**src/hdl/keyed_countdown_timer_table_top_macros.svh**
```systemverilog
// ============================================================================
// Assertion macros for the keyed countdown timer table
// Shared concurrent assertion forms, sampled on the rising clock edge and
// disabled while the active-low reset is asserted.
// ============================================================================
`ifndef KEYED_COUNTDOWN_TIMER_TABLE_TOP_MACROS_SVH
`define KEYED_COUNTDOWN_TIMER_TABLE_TOP_MACROS_SVH

// The consequent must hold in the same cycle as the antecedent.
`define KCT_ASSERT_SAME(label, clk, rst_n, ante, cons, msg) \
    label: assert property (@(posedge clk) disable iff (!rst_n) (ante) |-> (cons)) \
        else $error(msg);

// The consequent must hold in the cycle after the antecedent.
`define KCT_ASSERT_NEXT(label, clk, rst_n, ante, cons, msg) \
    label: assert property (@(posedge clk) disable iff (!rst_n) (ante) |=> (cons)) \
        else $error(msg);

`endif

```
**src/hdl/kct_pkg.sv**
```systemverilog
// ============================================================================
// Keyed countdown timer table package
// Sizes, codes and record types shared by the timer table and its testbench.
// ============================================================================
package kct_pkg;

    // Table sizing.
    localparam int ENTRIES       = 16;
    localparam int KEY_BITS      = 16;
    localparam int TIME_BITS     = 32;
    localparam int IDX_BITS      = (ENTRIES > 1) ? $clog2(ENTRIES) : 1;
    localparam int CNT_BITS      = $clog2(ENTRIES + 1);

    // Fixed port widths of the transfer fields.
    localparam int KIND_PORT_BITS = 2;
    localparam int KEY_PORT_BITS  = 16;
    localparam int TIME_PORT_BITS = 32;
    localparam int STAT_PORT_BITS = 2;

    // Input item kinds.
    localparam logic [KIND_PORT_BITS-1:0] KIND_POLL  = 2'd0;
    localparam logic [KIND_PORT_BITS-1:0] KIND_SET   = 2'd1;
    localparam logic [KIND_PORT_BITS-1:0] KIND_RESET = 2'd2;

    // Result kinds.
    localparam logic RK_EXPIRY = 1'b0;
    localparam logic RK_STATUS = 1'b1;

    // Status codes. Expiry reports carry the inserted code, which is zero.
    localparam logic [STAT_PORT_BITS-1:0] ST_INSERTED = 2'd0;
    localparam logic [STAT_PORT_BITS-1:0] ST_REPLACED = 2'd1;
    localparam logic [STAT_PORT_BITS-1:0] ST_IGNORED  = 2'd2;
    localparam logic [STAT_PORT_BITS-1:0] ST_DROPPED  = 2'd3;

    // One timer entry as held in the table RAM.
    typedef struct packed {
        logic [KEY_BITS-1:0]  key;
        logic                 is_reset;
        logic [TIME_BITS-1:0] remaining;
        logic                 expired;
    } t_entry;

    localparam int ENTRY_BITS = $bits(t_entry);

    // One result item, without its strobe and last flag.
    typedef struct packed {
        logic                      result_kind;
        logic [KEY_PORT_BITS-1:0]  key;
        logic                      is_reset;
        logic [STAT_PORT_BITS-1:0] status;
    } t_result;

endpackage

```
**src/hdl/kct_ram.sv**
```systemverilog
// ============================================================================
// Generic simple dual-port RAM
// One write port and one read port, with the read data registered.
// ============================================================================
module kct_ram #(
    parameter int WIDTH = 8,
    parameter int DEPTH = 16,
    localparam int ABITS = (DEPTH > 1) ? $clog2(DEPTH) : 1
) (
    input  logic             i_clk,
    input  logic             i_we,
    input  logic [ABITS-1:0] i_waddr,
    input  logic [WIDTH-1:0] i_wdata,
    input  logic [ABITS-1:0] i_raddr,
    output logic [WIDTH-1:0] o_rdata
);

    logic [WIDTH-1:0] r_mem [DEPTH];
    logic [WIDTH-1:0] r_rdata;

    // Write and registered read.
    always_ff @(posedge i_clk) begin
        if (i_we) begin
            r_mem[i_waddr] <= i_wdata;
        end
        r_rdata <= r_mem[i_raddr];
    end

    assign o_rdata = r_rdata;

endmodule

```
**src/hdl/keyed_countdown_timer_table_top.sv**
```systemverilog
// ============================================================================
// Keyed countdown timer table
// A table of keyed countdown timers held in one RAM and scanned per item.
// ============================================================================
// Usage:
// An item is transferred on a rising edge where i_start is high and o_busy
// is low. A set or reset item with a nonzero duration and a counting poll
// each scan the whole table, one slot per cycle through the table RAM, so
// such an item keeps o_busy high through its scan and the closing done state.
// The single RAM read port sets the rate of one slot per cycle.
// A set or reset with zero duration answers on the next cycle and keeps the
// block idle; a poll that does not count and the unused kind leave no trace.
// Each result appears on the o_ result ports for one cycle with o_valid high.
// A set or reset gives one status result at the end of its scan. A poll gives
// one expiry report per newly expired slot, in slot order, spread over the
// scan; o_last marks the final result of an item. The receiver cannot stall.
// Reset clears all slot valid flags and the last poll time at once; the RAM
// contents need no clearing, since only slots flagged valid are ever used.
// ============================================================================
module keyed_countdown_timer_table_top (
    input  logic                                i_clk,
    input  logic                                i_rst_n,
    input  logic                                i_start,
    output logic                                o_busy,
    input  logic [kct_pkg::KIND_PORT_BITS-1:0]  i_kind,
    input  logic [kct_pkg::KEY_PORT_BITS-1:0]   i_key,
    input  logic [kct_pkg::TIME_PORT_BITS-1:0]  i_duration,
    input  logic [kct_pkg::TIME_PORT_BITS-1:0]  i_poll_time,
    input  logic [kct_pkg::TIME_PORT_BITS-1:0]  i_period,
    output logic                                o_valid,
    output logic                                o_result_kind,
    output logic [kct_pkg::KEY_PORT_BITS-1:0]   o_key_out,
    output logic                                o_out_is_reset,
    output logic [kct_pkg::STAT_PORT_BITS-1:0]  o_status,
    output logic                                o_last
);

    typedef enum logic [1:0] {
        S_IDLE,
        S_SCAN,
        S_DONE
    } t_state;

    localparam int CMP_BITS = kct_pkg::TIME_BITS + 2;

    // Control state.
    t_state                            r_state,     n_state;
    logic                              r_is_poll,   n_is_poll;
    logic [kct_pkg::CNT_BITS-1:0]      r_rd_cnt,    n_rd_cnt;
    logic                              r_chk_vld,   n_chk_vld;
    logic [kct_pkg::IDX_BITS-1:0]      r_chk_idx,   n_chk_idx;
    logic [kct_pkg::ENTRIES-1:0]       r_valid,     n_valid;
    logic                              r_match,     n_match;
    logic [kct_pkg::IDX_BITS-1:0]      r_match_idx, n_match_idx;
    logic                              r_free,      n_free;
    logic [kct_pkg::IDX_BITS-1:0]      r_free_idx,  n_free_idx;
    logic                              r_pend,      n_pend;
    logic [kct_pkg::TIME_BITS-1:0]     r_last_poll, n_last_poll;
    logic                              r_out_vld,   n_out_vld;

    // Item and result payload.
    logic                              r_rst,       n_rst;
    logic [kct_pkg::KEY_BITS-1:0]      r_key,       n_key;
    logic [kct_pkg::TIME_BITS-1:0]     r_dur,       n_dur;
    logic [kct_pkg::TIME_BITS-1:0]     r_dec,       n_dec;
    kct_pkg::t_result                  r_pend_res,  n_pend_res;
    kct_pkg::t_result                  r_out,       n_out;
    logic                              r_out_last,  n_out_last;

    // RAM ports.
    logic                              ram_we;
    logic [kct_pkg::IDX_BITS-1:0]      ram_waddr;
    kct_pkg::t_entry                   ram_wdata;
    logic [kct_pkg::IDX_BITS-1:0]      ram_raddr;
    logic [kct_pkg::ENTRY_BITS-1:0]    ram_rdata;
    kct_pkg::t_entry                   rd_entry;

    // Item decode and per-slot arithmetic.
    logic                              accept;
    logic [kct_pkg::TIME_BITS-1:0]     in_now;
    logic [kct_pkg::TIME_BITS-1:0]     in_per;
    logic [kct_pkg::TIME_BITS-1:0]     in_dur;
    logic [CMP_BITS-1:0]               cmp_lhs;
    logic [CMP_BITS-1:0]               cmp_rhs;
    logic                              poll_counts;
    logic                              slot_live;
    logic [kct_pkg::TIME_BITS-1:0]     new_rem;
    logic                              slot_fire;

    assign accept    = i_start && (r_state == S_IDLE);
    assign in_now    = kct_pkg::TIME_BITS'(i_poll_time);
    assign in_per    = kct_pkg::TIME_BITS'(i_period);
    assign in_dur    = kct_pkg::TIME_BITS'(i_duration);
    assign ram_raddr = r_rd_cnt[kct_pkg::IDX_BITS-1:0];
    assign rd_entry  = kct_pkg::t_entry'(ram_rdata);

    // A poll counts when 2*now exceeds period + 2*last poll time.
    assign cmp_lhs     = {1'b0, in_now, 1'b0};
    assign cmp_rhs     = {2'b00, in_per} + {1'b0, r_last_poll, 1'b0};
    assign poll_counts = (cmp_lhs > cmp_rhs);

    // Saturating countdown of the slot that the RAM returned this cycle.
    assign slot_live = r_valid[r_chk_idx] && !rd_entry.expired;
    assign new_rem   = (rd_entry.remaining > r_dec) ? (rd_entry.remaining - r_dec)
                                                    : '0;
    assign slot_fire = slot_live && (new_rem == '0);

    // Table RAM. Each scan reads a slot in the cycle before it may write it back,
    // and the final write lands before the next item can start a read, so no
    // read whose data is used ever meets a write to the same slot.
    kct_ram #(
        .WIDTH (kct_pkg::ENTRY_BITS),
        .DEPTH (kct_pkg::ENTRIES)
    ) u_ram (
        .i_clk   (i_clk),
        .i_we    (ram_we),
        .i_waddr (ram_waddr),
        .i_wdata (ram_wdata),
        .i_raddr (ram_raddr),
        .o_rdata (ram_rdata)
    );

    // Sequencer, scan bookkeeping and result selection.
    always_comb begin
        n_state     = r_state;
        n_is_poll   = r_is_poll;
        n_rd_cnt    = r_rd_cnt;
        n_chk_vld   = 1'b0;
        n_chk_idx   = r_chk_idx;
        n_valid     = r_valid;
        n_match     = r_match;
        n_match_idx = r_match_idx;
        n_free      = r_free;
        n_free_idx  = r_free_idx;
        n_pend      = r_pend;
        n_pend_res  = r_pend_res;
        n_last_poll = r_last_poll;
        n_rst       = r_rst;
        n_key       = r_key;
        n_dur       = r_dur;
        n_dec       = r_dec;
        n_out_vld   = 1'b0;
        n_out       = r_out;
        n_out_last  = r_out_last;
        ram_we      = 1'b0;
        ram_waddr   = r_chk_idx;
        ram_wdata   = '{key: rd_entry.key, is_reset: rd_entry.is_reset,
                        remaining: new_rem, expired: slot_fire};

        case (r_state)
            S_IDLE: begin
                n_rd_cnt = '0;
                n_match  = 1'b0;
                n_free   = 1'b0;
                n_pend   = 1'b0;
                if (accept) begin
                    n_key = kct_pkg::KEY_BITS'(i_key);
                    n_rst = (i_kind == kct_pkg::KIND_RESET);
                    n_dur = in_dur;
                    n_dec = (in_per != '0) ? in_per : kct_pkg::TIME_BITS'(1);
                    if (i_kind == kct_pkg::KIND_POLL) begin
                        if (poll_counts) begin
                            n_is_poll   = 1'b1;
                            n_last_poll = in_now;
                            n_state     = S_SCAN;
                        end
                    end else if (i_kind == kct_pkg::KIND_SET ||
                                 i_kind == kct_pkg::KIND_RESET) begin
                        if (in_dur == '0) begin
                            // Zero duration answers at once and leaves the table.
                            n_out_vld  = 1'b1;
                            n_out_last = 1'b1;
                            n_out      = '{result_kind: kct_pkg::RK_STATUS,
                                           key: i_key,
                                           is_reset: (i_kind == kct_pkg::KIND_RESET),
                                           status: kct_pkg::ST_IGNORED};
                        end else begin
                            n_is_poll = 1'b0;
                            n_state   = S_SCAN;
                        end
                    end
                end
            end

            S_SCAN: begin
                // Issue the next read, or finish once every slot is read.
                if (r_rd_cnt != kct_pkg::CNT_BITS'(kct_pkg::ENTRIES)) begin
                    n_chk_vld = 1'b1;
                    n_chk_idx = r_rd_cnt[kct_pkg::IDX_BITS-1:0];
                    n_rd_cnt  = r_rd_cnt + kct_pkg::CNT_BITS'(1);
                end else begin
                    n_state = S_DONE;
                end

                // Work on the slot whose data arrived this cycle.
                if (r_chk_vld) begin
                    if (r_is_poll) begin
                        ram_we = slot_live;
                        if (slot_fire) begin
                            // Release the held report; it is not the last one.
                            if (r_pend) begin
                                n_out_vld  = 1'b1;
                                n_out_last = 1'b0;
                                n_out      = r_pend_res;
                            end
                            n_pend     = 1'b1;
                            n_pend_res = '{result_kind: kct_pkg::RK_EXPIRY,
                                           key: kct_pkg::KEY_PORT_BITS'(rd_entry.key),
                                           is_reset: rd_entry.is_reset,
                                           status: kct_pkg::ST_INSERTED};
                        end
                    end else if (r_valid[r_chk_idx]) begin
                        if (!r_match && rd_entry.key == r_key &&
                            rd_entry.is_reset == r_rst) begin
                            n_match     = 1'b1;
                            n_match_idx = r_chk_idx;
                        end
                    end else if (!r_free) begin
                        n_free     = 1'b1;
                        n_free_idx = r_chk_idx;
                    end
                end
            end

            S_DONE: begin
                n_state = S_IDLE;
                if (r_is_poll) begin
                    if (r_pend) begin
                        n_out_vld  = 1'b1;
                        n_out_last = 1'b1;
                        n_out      = r_pend_res;
                    end
                end else begin
                    // Start the timer; a reset class timer starts at zero.
                    ram_wdata  = '{key: r_key, is_reset: r_rst,
                                   remaining: r_rst ? '0 : r_dur, expired: 1'b0};
                    n_out_vld  = 1'b1;
                    n_out_last = 1'b1;
                    n_out      = '{result_kind: kct_pkg::RK_STATUS,
                                   key: kct_pkg::KEY_PORT_BITS'(r_key),
                                   is_reset: r_rst,
                                   status: kct_pkg::ST_DROPPED};
                    if (r_match) begin
                        ram_we       = 1'b1;
                        ram_waddr    = r_match_idx;
                        n_out.status = kct_pkg::ST_REPLACED;
                    end else if (r_free) begin
                        ram_we              = 1'b1;
                        ram_waddr           = r_free_idx;
                        n_valid[r_free_idx] = 1'b1;
                        n_out.status        = kct_pkg::ST_INSERTED;
                    end
                end
            end

            default: begin
                n_state = S_IDLE;
            end
        endcase
    end

    // State and registered outputs.
    always_ff @(posedge i_clk) begin
        if (!i_rst_n) begin
            r_state     <= S_IDLE;
            r_is_poll   <= 1'b0;
            r_rd_cnt    <= '0;
            r_chk_vld   <= 1'b0;
            r_chk_idx   <= '0;
            r_valid     <= '0;
            r_match     <= 1'b0;
            r_match_idx <= '0;
            r_free      <= 1'b0;
            r_free_idx  <= '0;
            r_pend      <= 1'b0;
            r_last_poll <= '0;
            r_out_vld   <= 1'b0;
        end else begin
            r_state     <= n_state;
            r_is_poll   <= n_is_poll;
            r_rd_cnt    <= n_rd_cnt;
            r_chk_vld   <= n_chk_vld;
            r_chk_idx   <= n_chk_idx;
            r_valid     <= n_valid;
            r_match     <= n_match;
            r_match_idx <= n_match_idx;
            r_free      <= n_free;
            r_free_idx  <= n_free_idx;
            r_pend      <= n_pend;
            r_last_poll <= n_last_poll;
            r_out_vld   <= n_out_vld;
        end
        r_rst      <= n_rst;
        r_key      <= n_key;
        r_dur      <= n_dur;
        r_dec      <= n_dec;
        r_pend_res <= n_pend_res;
        r_out      <= n_out;
        r_out_last <= n_out_last;
    end

    assign o_busy         = (r_state != S_IDLE);
    assign o_valid        = r_out_vld;
    assign o_result_kind  = r_out.result_kind;
    assign o_key_out      = r_out.key;
    assign o_out_is_reset = r_out.is_reset;
    assign o_status       = r_out.status;
    assign o_last         = r_out_last;

    // Assertions.
`include "keyed_countdown_timer_table_top_macros.svh"

    `KCT_ASSERT_NEXT(a_done_returns_idle, i_clk, i_rst_n, r_state == S_DONE, r_state == S_IDLE, "scan end did not return to idle")

    `KCT_ASSERT_NEXT(a_scan_ends_in_done, i_clk, i_rst_n, r_state == S_SCAN && r_rd_cnt == kct_pkg::CNT_BITS'(kct_pkg::ENTRIES), r_state == S_DONE && !r_chk_vld, "scan did not finish after the last slot")

    `KCT_ASSERT_SAME(a_status_is_last, i_clk, i_rst_n, o_valid && o_result_kind == kct_pkg::RK_STATUS, o_last && !o_busy, "status result not last or not at scan end")

    `KCT_ASSERT_SAME(a_scan_write_slot, i_clk, i_rst_n, ram_we && r_state == S_SCAN, r_chk_vld && r_is_poll && ram_waddr == r_chk_idx, "write during scan away from the checked slot")

endmodule

```
**config.mk**
```make
export PLATFORM = sky130hd
export DESIGN_NAME = keyed_countdown_timer_table_top
export DESIGN_NICKNAME = d
export VERILOG_FILES = /design/src/hdl/kct_pkg.sv /design/src/hdl/kct_ram.sv /design/src/hdl/keyed_countdown_timer_table_top.sv
export VERILOG_INCLUDE_DIRS = /design/src /design/src/hdl
export SDC_FILE = /design/constraint.sdc
export NUM_CORES = 1
export LEC_CHECK = 0
export BUFFER_PORTS_ARGS = -buffer_cell sky130_fd_sc_hd__buf_2
export CORE_MARGIN = 2
export CORE_UTILIZATION = 35
export DETAILED_ROUTE_END_ITERATION = 7
export SLEW_MARGIN = 25
export SYNTH_ARGS = -nofsm -noshare
export SYNTH_HDL_FRONTEND = slang
export SYNTH_SLANG_ARGS = --single-unit
```
**constraint.sdc**
```tcl
create_clock -name i_clk -period 15.2 [get_ports i_clk]
set_input_delay 1.52 -clock i_clk [delete_from_list [all_inputs] [get_ports i_clk]]
set_output_delay 1.52 -clock i_clk [all_outputs]
set_load 0.02 [all_outputs]
```
## Yosys cells after proc, flatten, opt, wreduce, memory -nomap -nowiden

Memories as Yosys holds them, arrays and structs flattened. A register that Yosys moved wholly into a read port is not among the register bits.
Cells that the tools add are included.

- Register bits after elaboration: 192
- Bits in writable memories: 800
- Memories: 1
- Input bits: 117
- Logic and storage cells: 178
- Output and inout port bits: 23

- Bitwise operators: 4
- Mux-type cells: 80
- Reduce and logical (&&, ||, !) cells: 34
- Order comparisons: 5
- Add/sub/neg operators: 3
- Equality and inequality tests: 27

Memories:

| memory | words | bits a word | read ports | clocked after Yosys merged registers in | wr ports | line | RTL |
|---|---|---|---|---|---|---|---|
| u_ram.r_mem | 16 | 50 | 1 | 1 | 1 | kct_ram.sv:18 | `logic [WIDTH-1:0] r_mem [DEPTH];` |

Operators with widths:

| cell | count |
|---|---|
| $mux W20 | 9 |
| $mux W50 | 2 |
| $logic_not A32 Y1 | 2 |
| $mux W32 | 2 |
| $pmux W20 S3 | 1 |
| $mux W1 | 43 |
| $add A32 B33 Y34 | 1 |
| $gt A33 B34 Y1 | 1 |
| $gt A32 B32 Y1 | 1 |
| $reduce_bool A32 Y1 | 1 |
| $sub A32 B32 Y32 | 1 |
| $ne A2 B2 Y1 const B | 14 |
| $reduce_and A4 Y1 | 6 |
| $reduce_and A5 Y1 | 4 |
| $eq A16 B16 Y1 | 1 |
| $mux W2 | 8 |
| $mux W4 | 4 |
| $or A16 B16 Y16 | 1 |
| $lt A4 B5 Y1 const B | 2 |
| $pmux W5 S2 | 1 |
| $reduce_and A10 Y1 | 1 |
| $ne A3 B3 Y1 const B | 3 |
| $pmux W1 S2 | 4 |
| $reduce_and A2 Y1 | 4 |
| other kinds (21) | 36 |

## Logic depth before layout (Yosys ltp)

- Depth in word-level cells: 8
- Gate-level depth with buffers: 26
- Gate-level depth less buffers: 24

## Hierarchy

A second synthesis with hierarchy kept.

- Cells, all modules: 2642
- Area total of the unflattened synthesis: 43595.6 um^2

Modules (own cells, without submodules):

| module | instances | cells each | area each (um^2) |
|---|---|---|---|
| kct_ram | 1 | 1294 | 30909.6 |
| keyed_countdown_timer_table_top | 1 | 1348 | 12685.9 |

## Worst setup path after synthesis

No wires, ideal clock.

- Kind: input port to flip-flop
- From: input port i_period[11] (netlist name)
- To: register r_last_poll[10] (netlist name)
- Path slack: 9.292 ns
- Arrival time: 5.780 ns
- Library setup time: 0.128 ns
- Cell stages on the path: 22
- Cell sequence: ha_1 > a21o_1 > a221oi_1 > a21oi_1 > a311oi_2 > o31ai_1 > or4_1 > a221o_1 > o21a_1 > nor2_1 > o21ai_1 > xnor2_1 > ha_1 > nand3_1 > o21ai_0 > a21oi_1 > a211oi_1 > and3_1 > buf_2 > buf_4 > mux2i_1 > nor2_1

- Word-level cells in the longest chain between the ends: 3

RTL lines:

| item | line | RTL |
|---|---|---|
| start: declaration | keyed_countdown_timer_table_top.sv:29 | `input logic [kct_pkg::TIME_PORT_BITS-1:0] i_period,` |
| $add A32 B33 Y34 | keyed_countdown_timer_table_top.sv:99 | `assign cmp_rhs = {2'b00, in_per} + {1'b0, r_last_poll, 1'b0};` |
| $gt A33 B34 Y1 | keyed_countdown_timer_table_top.sv:100 | `assign poll_counts = (cmp_lhs > cmp_rhs);` |
| $reduce_and A4 Y1 (no line) | n/a |  |
| end signal: assignment | keyed_countdown_timer_table_top.sv:290 | `r_last_poll <= n_last_poll;` |
| end: declaration | keyed_countdown_timer_table_top.sv:58 | `logic [kct_pkg::TIME_BITS-1:0] r_last_poll, n_last_poll;` |

Every way passes these cells.
A chain may end at the register's enable or synchronous reset.

## Worst setup path after layout

- From: input port i_period[11] (netlist name)
- To: register r_last_poll[2] (netlist name)

The elaborated chain is that of the path after synthesis.

==> metrics.txt <==
setup TNS 0 ns; min-delay worst type reg2reg; reg2reg end r_last_poll[2]$_SDFFE_PN0P_; run status finished, final reports clean; RR Startpoint r_last_poll[10]$_SDFFE_PN0P_; Die X 356 um; commonest non-fill, non-tap cell in the layout edfxtp_1; area growth from synthesis to layout 14.6%; Power Density 158 mW/mm^2; post-synthesis cell count 2,499; # port buffers between 100 and 150; Max Clk Rate approximately 0.15 GHz; CTS tree done; cell area after synthesis 0.0435 sq mm; distinct cell type count of the synthesized netlist slightly below 80; largest net degree at the start of global routing approximately 150; Post-route DRC 0; Post-synth EDFFs between 900 and 1,000; WP data required about 16 ns; number of core rows ~130; clock root cell clkbuf_16; Clock Latency Late Sink approximately 0.71 ns; total routed wirelength between 100 and 150 mm; Worst Slack Setup Final approximately 8.5 ns; top_reg_cell synth edfxtp_1; Startpoint Class input port; Boundary Pins 140; Sw Pwr 2.23 mW; Post-DP HPWL roughly 66 mm; crit end category flip-flop; global-route wire length before repair approximately 160 mm; Clk pwr share between 30% and 40%; dpl ws approximately 7.5 ns; vias in the first global route ~24,000; commonest non-fill, non-tap cells in the layout edfxtp_1, mux4_2, buf_2; hold path endpoint r_match_idx[3]$_SDFFE_PN0P_; RSZ-0062 raised after global routing no; measured slew at the worst slew-check pin 1.10 ns; clock-pin transition on the worst setup and hold timing paths 0.06 ns; Ys Warns 0; Final GP Congestion slightly above 0.9; via count about 24,000; cell taking the most area after synthesis edfxtp_1; Mapped Nets between 2,000 and 3,000; Final Hold Viols 0; sequential share of power ~47%; logic gate share of total power 20.9%; Final nets 2,879; initial antenna violation count 9; hold depth 2; cts-stage hold buffer count 0; period utilisation layout between 40 and 50%; Slew headroom roughly a quarter; share of cells above drive strength 1 a little under a quarter; average wire per standard cell 24.7 um; # Post-CTS Setup Buffers 0; CTS Buffer Depth 3; Initial Utilization approximately a third; Die H 356 um; sw frac between 20% and 30%; Avg Cell Area, Syn around 17 sq um; sequential share of the synthesized area 69.2%; crit path kind in2reg; minimum clock period 6.74 ns; Layout Skew between 0.04 and 0.05 ns; HP Start r_match_idx[3]$_SDFFE_PN0P_; Die ar. ~0.13 sq mm; flop2flop setup slack about 9 ns; H-Tree Level Count 3; Synth top area share between 60% and 70%; Resized cells post-CTS 0; DR pass1 iterations 6; Iteration-0 DRC Markers 2,352; R2R depth 20; # setup viols final 0; core area between 0.1 and 0.15 sq mm; final slew viol count 0; CP max FO 32; CP arrival 7.26 ns; antenna violation net count after detailed routing 0; Max-Cap Viols 0; Async S/R FF share, synth 0%; Peak VDD IR around 0.12 mV; post-DR vias/cell ~5.4; leakage power around 16 nW; Num Clock Sinks around 1,000; P_int between 5 and 6 mW; total CTS buffers 101; FF+latch count, synth ~1,000; grt total ovfl 0; top cells by area, synth edfxtp_1, mux4_2, dfxtp_1; Total GRT Usage roughly 17%
==> final cells by class <==
class / instances / area (sq um)
timing repair buffer: 189 / 1310
sequential: 1042 / 30100
inverter: 61 / 231
fill: 11034 / 73700
multi-input combinational: 1261 / 12800
clock buffer: 136 / 2760
antenna: 1 / 2.50
tap: 1637 / 2050
clock inverter: 52 / 619
==> sequential cells by signal (all words and copies together), names as in the netlist, 2 cells and up <==
| name | cells |
|---|---|
| r_dur | 32 |
| r_rd_cnt | 5 |
| r_key | 16 |
| u_ram.o_rdata | 50 |
| o_status | 2 |
| r_state | 2 |
| r_last_poll | 32 |
| r_dec | 32 |
| u_ram.r_mem | 800 |
| o_key_out | 16 |
| r_chk_idx | 4 |
| r_pend_res | 17 |
| r_valid | 16 |
| r_free_idx | 4 |
| r_match_idx | 4 |
==> power groups by stage <==
| stage | combinational, mW | clock, mW | sequential (mW) |
|---|---|---|---|
| floorplan | 1.12 | 0 | 3.71 |
| global placement | 1.58 | 0 | 3.73 |
| detailed placement | 1.64 | 0 | 3.73 |
| CTS | 1.64 | 2.60 | 3.67 |
| global route | 1.79 | 2.71 | 3.69 |
| finish | 1.64 | 2.55 | 3.67 |
==> metrics by stage <==
step	power, mW	hold slack, ns	instance area, sq um	cells	util (%)
4_1_cts	7.92	0.464	49800	4378	40.3
3_3_place_gp	5.30	0.443	46100	4180	37.4
2_1_floorplan	4.82	0.432	43500	2499	-
6_report	7.87	0.471	49800	4379	40.3
3_5_place_dp	5.36	0.457	46400	4190	37.6
5_1_grt	8.18	0.491	49800	4378	40.3
==> worst max path at each step <==
stage / slack, ns / to / startpoint / cells after the start
after floorplan: 9.29 / r_last_poll[10]$_SDFFE_PN0P_ / i_period[11] / 22
after global placement: 7.59 / r_last_poll[1]$_SDFFE_PN0P_ / i_period[1] / 24
after detailed placement: 7.54 / r_last_poll[15]$_SDFFE_PN0P_ / i_period[11] / 21
after CTS: 8.26 / r_last_poll[19]$_SDFFE_PN0P_ / i_period[11] / 21
after global routing: 8.01 / r_last_poll[30]$_SDFFE_PN0P_ / i_period[11] / 21
final: 8.46 / r_last_poll[2]$_SDFFE_PN0P_ / i_period[11] / 21
==> worst max-delay path, cell delays in order <==
cell      delay [ns]
buf_2           0.12
ha_1            0.35
and3_1          0.24
a221oi_1        0.36
a21oi_1         0.13
a311oi_2        0.38
o31ai_1         0.18
or4_1           0.51
a21oi_1         0.24
xor2_1          0.10
ha_1            0.30
and3_1          0.15
nand3_1         0.09
nor4_1          0.41
nand2_1         0.10
o211ai_1        0.11
a21oi_1         0.11
a211oi_2        0.77
and3_4          0.71
mux2i_1         0.26
nor2_1          0.06
==> synth_stat cells, drive strengths merged (21+ instances only) <==
library cell / n
nand4: 27
a22o: 21
a21o: 40
o21a: 29
xnor2: 39
clkbuf: 110
edfxtp: 919
mux4: 255
nand3: 22
xor2: 32
inv: 61
mux2i: 58
nor4: 26
a21oi: 94
nor2b: 37
ha: 104
o21ai: 62
dfxtp: 123
nor2: 122
nand2: 136
buf: 25
==> cell families (layout without fill, tap and decap cells) <==
| group | after synthesis | after routing | synth area share [%] |
|---|---|---|---|
| muxes | 314 | 314 | 14.6 |
| xor gates and xnor gates | 71 | 71 | 1.43 |
| adders and majority gates | 106 | 106 | 3.09 |
| other | 0 | 1 | 0 |
| DFF | 1042 | 1042 | 69.2 |
| and+or+nand+nor | 439 | 439 | 4.87 |
| buffers and inverters | 196 | 438 | 1.80 |
| AOI/OAI and AO/OA | 331 | 331 | 5.06 |
==> routing by layer <==
layer | global-route usage, % | vias to the layer above | routed length [um]
li1 | - | 10275 | -
met2 | 26.4 | 957 | 49900
met5 | 0 | - | 36
met3 | 3.15 | 142 | 8090
met4 | 3.70 | 6 | 2080
met1 | 24.4 | 12335 | 47900
Note: power is estimated with default switching activity, not from simulation.
